## src/rtl/core/framebuffer_draw_engine_assert.svh

```systemverilog
// Assertion macros shared by the draw engine modules.
`ifndef FRAMEBUFFER_DRAW_ENGINE_ASSERT_SVH
`define FRAMEBUFFER_DRAW_ENGINE_ASSERT_SVH
`ifndef ASSERT_OFF
// The property must hold at every clock edge outside reset.
`define FDE_ASSERT(lbl, ck, rn, prop) \
    lbl: assert property (@(posedge ck) disable iff (!rn) (prop)) \
        else $error("draw engine check failed");
// The expression must never be true outside reset.
`define FDE_ASSERT_NEVER(lbl, ck, rn, expr) \
    lbl: assert property (@(posedge ck) disable iff (!rn) !(expr)) \
        else $error("draw engine forbidden condition seen");
`else
`define FDE_ASSERT(lbl, ck, rn, prop)
`define FDE_ASSERT_NEVER(lbl, ck, rn, expr)
`endif
`endif

```

## src/rtl/core/fde_pkg.sv

```systemverilog
// Shared types, constants and helpers of the frame buffer draw engine.
package fde_pkg;

    localparam int FB_WIDTH_DEF  = 320;
    localparam int FB_HEIGHT_DEF = 240;

    // Clipped pixel coordinates, rectangle bounds and signed corner coordinates.
    localparam int COORD_W = 12;
    localparam int BND_W   = 14;
    localparam int CRN_W   = 15;

    localparam logic [15:0] GLYPH_MSB = 16'h8000;

    localparam logic [2:0] MODE_PIXEL = 3'd0;
    localparam logic [2:0] MODE_FILL  = 3'd1;
    localparam logic [2:0] MODE_ROUND = 3'd2;
    localparam logic [2:0] MODE_GLYPH = 3'd3;
    localparam logic [2:0] MODE_CLEAR = 3'd4;
    localparam logic [2:0] MODE_READ  = 3'd5;

    typedef struct packed {
        logic [2:0]  mode;
        logic [11:0] pos_x;
        logic [11:0] pos_y;
        logic [11:0] width;
        logic [11:0] height;
        logic [7:0]  radius;
        logic [15:0] fg_color;
        logic [15:0] bg_color;
        logic [15:0] glyph_bits;
        logic [3:0]  scale;
    } fde_in_t;

    typedef struct packed {
        logic [15:0] pixel_value;
        logic [2:0]  done_mode;
    } fde_out_t;

    typedef enum logic [1:0] {
        SRC_CMD,
        SRC_PIXEL,
        SRC_CLEAR,
        SRC_GLYPH
    } rect_src_t;

    // Commands from the controller to the datapath.
    typedef struct packed {
        logic      capture;
        logic      rect_load;
        rect_src_t rect_src;
        logic      rect_run;
        logic      glyph_adv;
        logic      corner_run;
        logic      rd_issue;
        logic      res_load;
    } fde_ctl_t;

    // Status from the datapath to the controller.
    typedef struct packed {
        logic [2:0] mode;
        logic       rect_empty;
        logic       rect_last;
        logic       glyph_none;
        logic       glyph_last;
        logic       corner_none;
        logic       corner_last;
        logic       rd_done;
    } fde_stat_t;

    function automatic logic [15:0] swap16(input logic [15:0] c);
        return {c[7:0], c[15:8]};
    endfunction

endpackage

```

## src/rtl/core/fde_ctrl.sv

```systemverilog
// Command sequencer of the draw engine and the result valid flag.
`include "framebuffer_draw_engine_assert.svh"
module fde_ctrl (
    input  logic                 clk,
    input  logic                 rst_n,
    input  logic                 cmd_valid,
    output logic                 cmd_stall,
    output logic                 rsp_valid,
    input  logic                 rsp_stall,
    input  fde_pkg::fde_stat_t   stat,
    output fde_pkg::fde_ctl_t    ctl
);

    typedef enum logic [2:0] {
        S_IDLE,
        S_DISPATCH,
        S_RECT,
        S_GLYPH,
        S_CORNER,
        S_READ,
        S_FINISH
    } state_t;

    state_t state_reg, state_next;
    logic   out_valid_reg, out_valid_next;

    always_comb
    begin
        state_next     = state_reg;
        out_valid_next = out_valid_reg && rsp_stall;
        ctl            = '0;
        ctl.rect_src   = fde_pkg::SRC_CMD;
        case (state_reg)
            S_IDLE:
            begin
                if (cmd_valid)
                begin
                    ctl.capture = 1'b1;
                    state_next  = S_DISPATCH;
                end
            end
            S_DISPATCH:
            begin
                case (stat.mode)
                    fde_pkg::MODE_PIXEL:
                    begin
                        ctl.rect_load = 1'b1;
                        ctl.rect_src  = fde_pkg::SRC_PIXEL;
                        state_next    = S_RECT;
                    end
                    fde_pkg::MODE_FILL, fde_pkg::MODE_ROUND:
                    begin
                        ctl.rect_load = 1'b1;
                        state_next    = S_RECT;
                    end
                    fde_pkg::MODE_CLEAR:
                    begin
                        ctl.rect_load = 1'b1;
                        ctl.rect_src  = fde_pkg::SRC_CLEAR;
                        state_next    = S_RECT;
                    end
                    fde_pkg::MODE_GLYPH:
                    begin
                        if (stat.glyph_none)
                        begin
                            state_next = S_FINISH;
                        end
                        else
                        begin
                            ctl.rect_load = 1'b1;
                            ctl.rect_src  = fde_pkg::SRC_GLYPH;
                            state_next    = S_RECT;
                        end
                    end
                    fde_pkg::MODE_READ:
                    begin
                        ctl.rd_issue = 1'b1;
                        state_next   = S_READ;
                    end
                    default:
                    begin
                        state_next = S_FINISH;
                    end
                endcase
            end
            S_RECT:
            begin
                ctl.rect_run = !stat.rect_empty;
                if (stat.rect_empty || stat.rect_last)
                begin
                    if (stat.mode == fde_pkg::MODE_ROUND)
                    begin
                        state_next = stat.corner_none ? S_FINISH : S_CORNER;
                    end
                    else if (stat.mode == fde_pkg::MODE_GLYPH && !stat.glyph_last)
                    begin
                        ctl.glyph_adv = 1'b1;
                        state_next    = S_GLYPH;
                    end
                    else
                    begin
                        state_next = S_FINISH;
                    end
                end
            end
            S_GLYPH:
            begin
                ctl.rect_load = 1'b1;
                ctl.rect_src  = fde_pkg::SRC_GLYPH;
                state_next    = S_RECT;
            end
            S_CORNER:
            begin
                ctl.corner_run = 1'b1;
                if (stat.corner_last)
                begin
                    state_next = S_FINISH;
                end
            end
            S_READ:
            begin
                if (stat.rd_done)
                begin
                    state_next = S_FINISH;
                end
            end
            S_FINISH:
            begin
                if (!out_valid_reg || !rsp_stall)
                begin
                    ctl.res_load   = 1'b1;
                    out_valid_next = 1'b1;
                    state_next     = S_IDLE;
                end
            end
            default:
            begin
                state_next = S_IDLE;
            end
        endcase
    end

    always_ff @(posedge clk or negedge rst_n)
    begin
        if (!rst_n)
        begin
            state_reg     <= S_IDLE;
            out_valid_reg <= 1'b0;
        end
        else
        begin
            state_reg     <= state_next;
            out_valid_reg <= out_valid_next;
        end
    end

    assign cmd_stall = (state_reg != S_IDLE);
    assign rsp_valid = out_valid_reg;

    // A new result is only written into a free or departing output slot.
    `FDE_ASSERT(a_res_slot_free, clk, rst_n, ctl.res_load |-> (!out_valid_reg || !rsp_stall))
    // Read data only comes back while the sequencer waits for it.
    `FDE_ASSERT(a_rd_when_waiting, clk, rst_n, stat.rd_done |-> (state_reg == S_READ))
    // An accepted item always goes on to decoding.
    `FDE_ASSERT(a_accept_decode, clk, rst_n, (cmd_valid && !cmd_stall) |=> (state_reg == S_DISPATCH))

endmodule

```

## config.mk

```make
export PLATFORM = sky130hd
export DESIGN_NAME = fde_ctrl
export DESIGN_NICKNAME = d
export VERILOG_FILES = /design/src/rtl/core/fde_pkg.sv /design/src/rtl/core/fde_ctrl.sv
export VERILOG_INCLUDE_DIRS = /design/src /design/src/rtl/core
export SDC_FILE = /design/constraint.sdc
export NUM_CORES = 1
export LEC_CHECK = 0
export ABC_AREA = 1
export BUFFER_PORTS_ARGS = -buffer_cell sky130_fd_sc_hd__buf_2
export CAP_MARGIN = 20
export CORE_AREA = 2 2 39 41
export DETAILED_ROUTE_END_ITERATION = 10
export DIE_AREA = 0 0 41 43
export PLACE_DENSITY = 0.64
export SLEW_MARGIN = 30
export SYNTH_ARGS = -nofsm -noshare
export SYNTH_HDL_FRONTEND = slang
export SYNTH_SLANG_ARGS = --single-unit
```

## constraint.sdc

```tcl
create_clock -name clk -period 1.35 [get_ports clk]
set_input_delay 0.135 -clock clk [delete_from_list [all_inputs] [get_ports clk]]
set_output_delay 0.135 -clock clk [all_outputs]
set_load 0.02 [all_outputs]
```

* Yosys cells after proc, flatten, opt, wreduce, memory -nomap -nowiden
Cells that the tools add are included.
** Storage, ports and cells
- Bits of input ports :: 14
- Output and inout bits :: 11
- Word-level logic and storage cells :: 59
- Register bits :: 4
** Cells by class
- Multiplexer cells :: 28
- Equality and inequality tests :: 16
- Reduce and logical (&&, ||, !) cells :: 13
** Operator list (number)
- $mux 3 :: 9
- $pmux 3 s7 :: 1
- $eq 3x3->1 const B :: 5
- $eq 3x2->1 const B :: 4
- $mux 1 :: 12
- $ne 2x2->1 const B :: 5
- $pmux 3 s3 :: 1
- $eq 3x1->1 const B :: 2
- $logic_not 3->1 :: 2
- $pmux 2 s3 :: 1
- $pmux 3 s2 :: 1
- $reduce_and 5->1 :: 1
- $logic_not 1->1 :: 4
- $mux 2 :: 2
- $reduce_or 4->1 :: 1
- $reduce_bool 3->1 :: 1
- $logic_and 1x1->1 :: 2
- $logic_or 1x1->1 :: 2
- $pmux 1 s2 :: 1

* Depth between registers and ports, before layout
- Depth after elaboration :: 6
- Depth in mapped cells :: 8
- Gate-level depth less buffers :: 8

* Worst setup path before layout
OpenSTA, ideal clock, no wires.
- Path type :: register -> output
- Start :: register state_reg[0]
- End :: output ctl[8] (netlist bit)
- Slack :: 25 ps
- Stages on the path, launching flop included :: 4
- Arrival :: 1190 ps
- Required time :: 1215 ps
- Path buffers :: 0
- Cells stage by stage :: dfrtp_1 -> nor2_2 -> nand2_1 -> nor2_1
** RTL lines
- start, declared :: line fde_ctrl.sv:24 : state_t state_reg, state_next;
- start signal, assigned :: line fde_ctrl.sv:152 : state_reg <= state_next;
- end, declared :: line fde_ctrl.sv:11 : output fde_pkg::fde_ctl_t ctl

==> results.yml <==
clock_network:
  clk_path_buf_depth: 2
  cts-root-buf: "clkbuf_4"
  htreeDepth: 1
  clk_latency_ns: 0.25
  cts.sinks: 4
  cts_buffers: 3
  path_clk_slew_ns: 0.04
  cts_tree: "built"
detailed_routing:
  num_vias: 617
  final_antenna_net_count: 0
  route.detailed.drc: 0
  drt-total-wl_um: 1260
  detail_route.wl_per_cell_um: 9.28
  viasPerCell: 4.54
  drt-initial-drc-count: 14
  firstDrtPassIters: 4
worst_setup_path:
  worstPathCellList: "nor2_4 > nand2_2 > inv_2 > nand3_2 > nor2_1 > buf_4"
  arrival_ns: 1.30
  path_class: "flip-flop to output port"
  r2r-end: "state_reg[2]"
  worstPathRequired_ns: 1.22
  end_kind: "output port"
  reg2reg_depth: 8
  slowest_delay_ns: 0.43
  start_kind: "flip-flop"
  ff2ff_setup_slack_ns: 0.12
  crit_slowest_cell: "dfrtp_2"
  r2r_start: "state_reg[0]"
  cp_max_fo: 4
placed_design:
  post_dp_cell_area_um2: 612
  io_buffers: 24
  place.gp.congestion: 0.832
  dp_hpwl_um: 1020
sta:
  final.period_utilization_pct: 106
  setup_viol: 4
  hold_violations: 0
  maxSlewViolCount: 0
  tightest_slew_ns: 0.223
  period_needed_ns: 1.43
  setup_slack_ns: -0.0801
  slew_headroom_pct: 85.1
  clock_skew_ns: 0.00581
  rsz0062_at_grt: "true"
  fin_setup_tns_ns: -0.161
  fmax_mhz: 699
final_layout:
  diodes: 0
  fin_nets: 136
  postLayoutCellArea_um2: 738
  drive_above_1_share_pct: 43.3
  syn_to_final_growth_pct: 61.6
  largest_reg_flops: 3
synth:
  syn_area_um2: 457
  synth-seq-cells: 4
  yosysWarnings: 0
  synth_cell_type_count: 13
  seq_area_frac_synth_pct: 21.9
  syn_inst: 84
  syn_nets: 98
  syn_avg_cell_area_um2: 5.44
floorplanning:
  rows: 14
  start_util_pct: 33.0
  die_h_um: 43
  dieWidth_um: 41
  core_um2: 1380
  io_pins: 25
  die-area_um2: 1760
grt:
  grt_pass1_vias: 544
  grt_overflow: 0
  grt_max_degree: 8
  antenna_found_initial: 0
  track_usage_pct: 18.2
  grt_pass1_wl_um: 2130
outcome:
  status: "finished, violations left"
  failed_checks: "negative setup slack"
min_path:
  hold_start: "rsp_stall"
  min-delay-path-class: "input port to flip-flop"
  min_to: "rsp_valid"
  min_path_cells: 3
pwr:
  irDropWorstVdd_mv: 0.989
  powerDensity_nw_per_um2: 1950
  power_leakage_uw: 0.000441
flow_run:
  cap_violations: 0
## synth_stat cells
cell type	count	area share [%]
a21oi_1	5	5.5
and2_1	1	1.4
dfrtp_1	4	22
inv_1	13	11
inv_2	2	1.6
nand2_1	25	21
nand2_2	3	4.1
nand3_1	9	9.9
nand3_2	1	2.2
nand3_4	1	3.8
nor2_1	16	13
nor2_2	3	4.1
o21ai_0	1	1.1
## logic make-up (layout without fill, tap and decap cells)
family	Yosys count	count (layout)	synth area share, %
buffers and inverters	15	51	12.3
flip-flops	4	4	21.9
AND/OR/NAND/NOR	59	59	59.2
AO/OA/AOI/OAI	6	6	6.57
## metal layers
layer / vias to the layer above / wire, µm / GRT usage (%)
li1: 333 / - / -
met4: 0 / 36 / 12.0
met1: 259 / 553 / 22.8
met3: 5 / 88 / 4.71
met5: - / 0 / 0
met2: 20 / 584 / 26.3
## repair_timing
| item | CTS | global route |
|---|---|---|
| hold buffers | 1 | 0 |
| pin swaps | 1 | 2 |
| endpoints found under the hold margin | 4 | 0 |
| setup buffers | 2 | 4 |
| gates resized for setup | 9 | 10 |
| endpoints found under the setup margin | 5 | 8 |
## critical path, delay by kind of cell (launching register included)
family / cells / cell delay (ns)
buffers and inverters: 2 / 0.21
AND/OR/NAND/NOR: 4 / 0.39
flip-flops: 1 / 0.43
## final cells by class
class                           count  area (µm²)
Timing Repair Buffer               33         214
Inverter                           15        58.8
Fill cell                         151         646
Sequential cell                     4         103
Tap cell                           16        20.0
Clock buffer                        3        22.5
Multi-Input combinational cell     65         320
## placed cells by master (no fill, tap or decap)
| cell | n |
|---|---|
| clkbuf_4 | 3 |
| nand3_1 | 9 |
| and2_1 | 1 |
| dfrtp_1 | 2 |
| nor2_1 | 13 |
| buf_6 | 1 |
| nand3_4 | 1 |
| nand2_1 | 24 |
| dlygate4sd3_1 | 1 |
| dfrtp_2 | 2 |
| a21oi_1 | 5 |
| o21ai_0 | 1 |
| inv_4 | 1 |
| inv_2 | 2 |
| nand3_2 | 1 |
| inv_1 | 12 |
| nor2_4 | 2 |
| buf_4 | 15 |
| nor2_2 | 4 |
| buf_2 | 16 |
| nand2_2 | 4 |
## report_power, final
part	total, µW	switching (µW)	leakage (µW)	internal [µW]
registers	274	88.4	0.0000485	186
clock network	160	60.3	0.0000138	100
logic	1000	568	0.000378	435
## stage by stage
step | setup slack, ns | power [µW] | hold slack (ns) | instances | utilization [%]
2_1_floorplan | 0.0251 | 800 | -0.161 | 84 | -
3_3_place_gp | 0.188 | 1050 | -0.0557 | 126 | 44.2
3_5_place_dp | 0.157 | 1050 | -0.0508 | 126 | 44.2
4_1_cts | -0.0433 | 1320 | 0.119 | 132 | 49.6
5_1_grt | -0.141 | 1560 | 0.132 | 136 | 53.3
6_report | -0.0801 | 1440 | 0.121 | 136 | 53.3
## worst max-delay path by stage
stage,from,to,depth (start not counted)
finish,state_reg[2],ctl[3],6
detailed placement,state_reg[2],ctl[3],6
CTS,state_reg[0],ctl[3],6
global placement,state_reg[2],ctl[3],6
floorplan,state_reg[0],ctl[8],3
global route,state_reg[2],ctl[3],6
(Power assumes the default switching activity.)
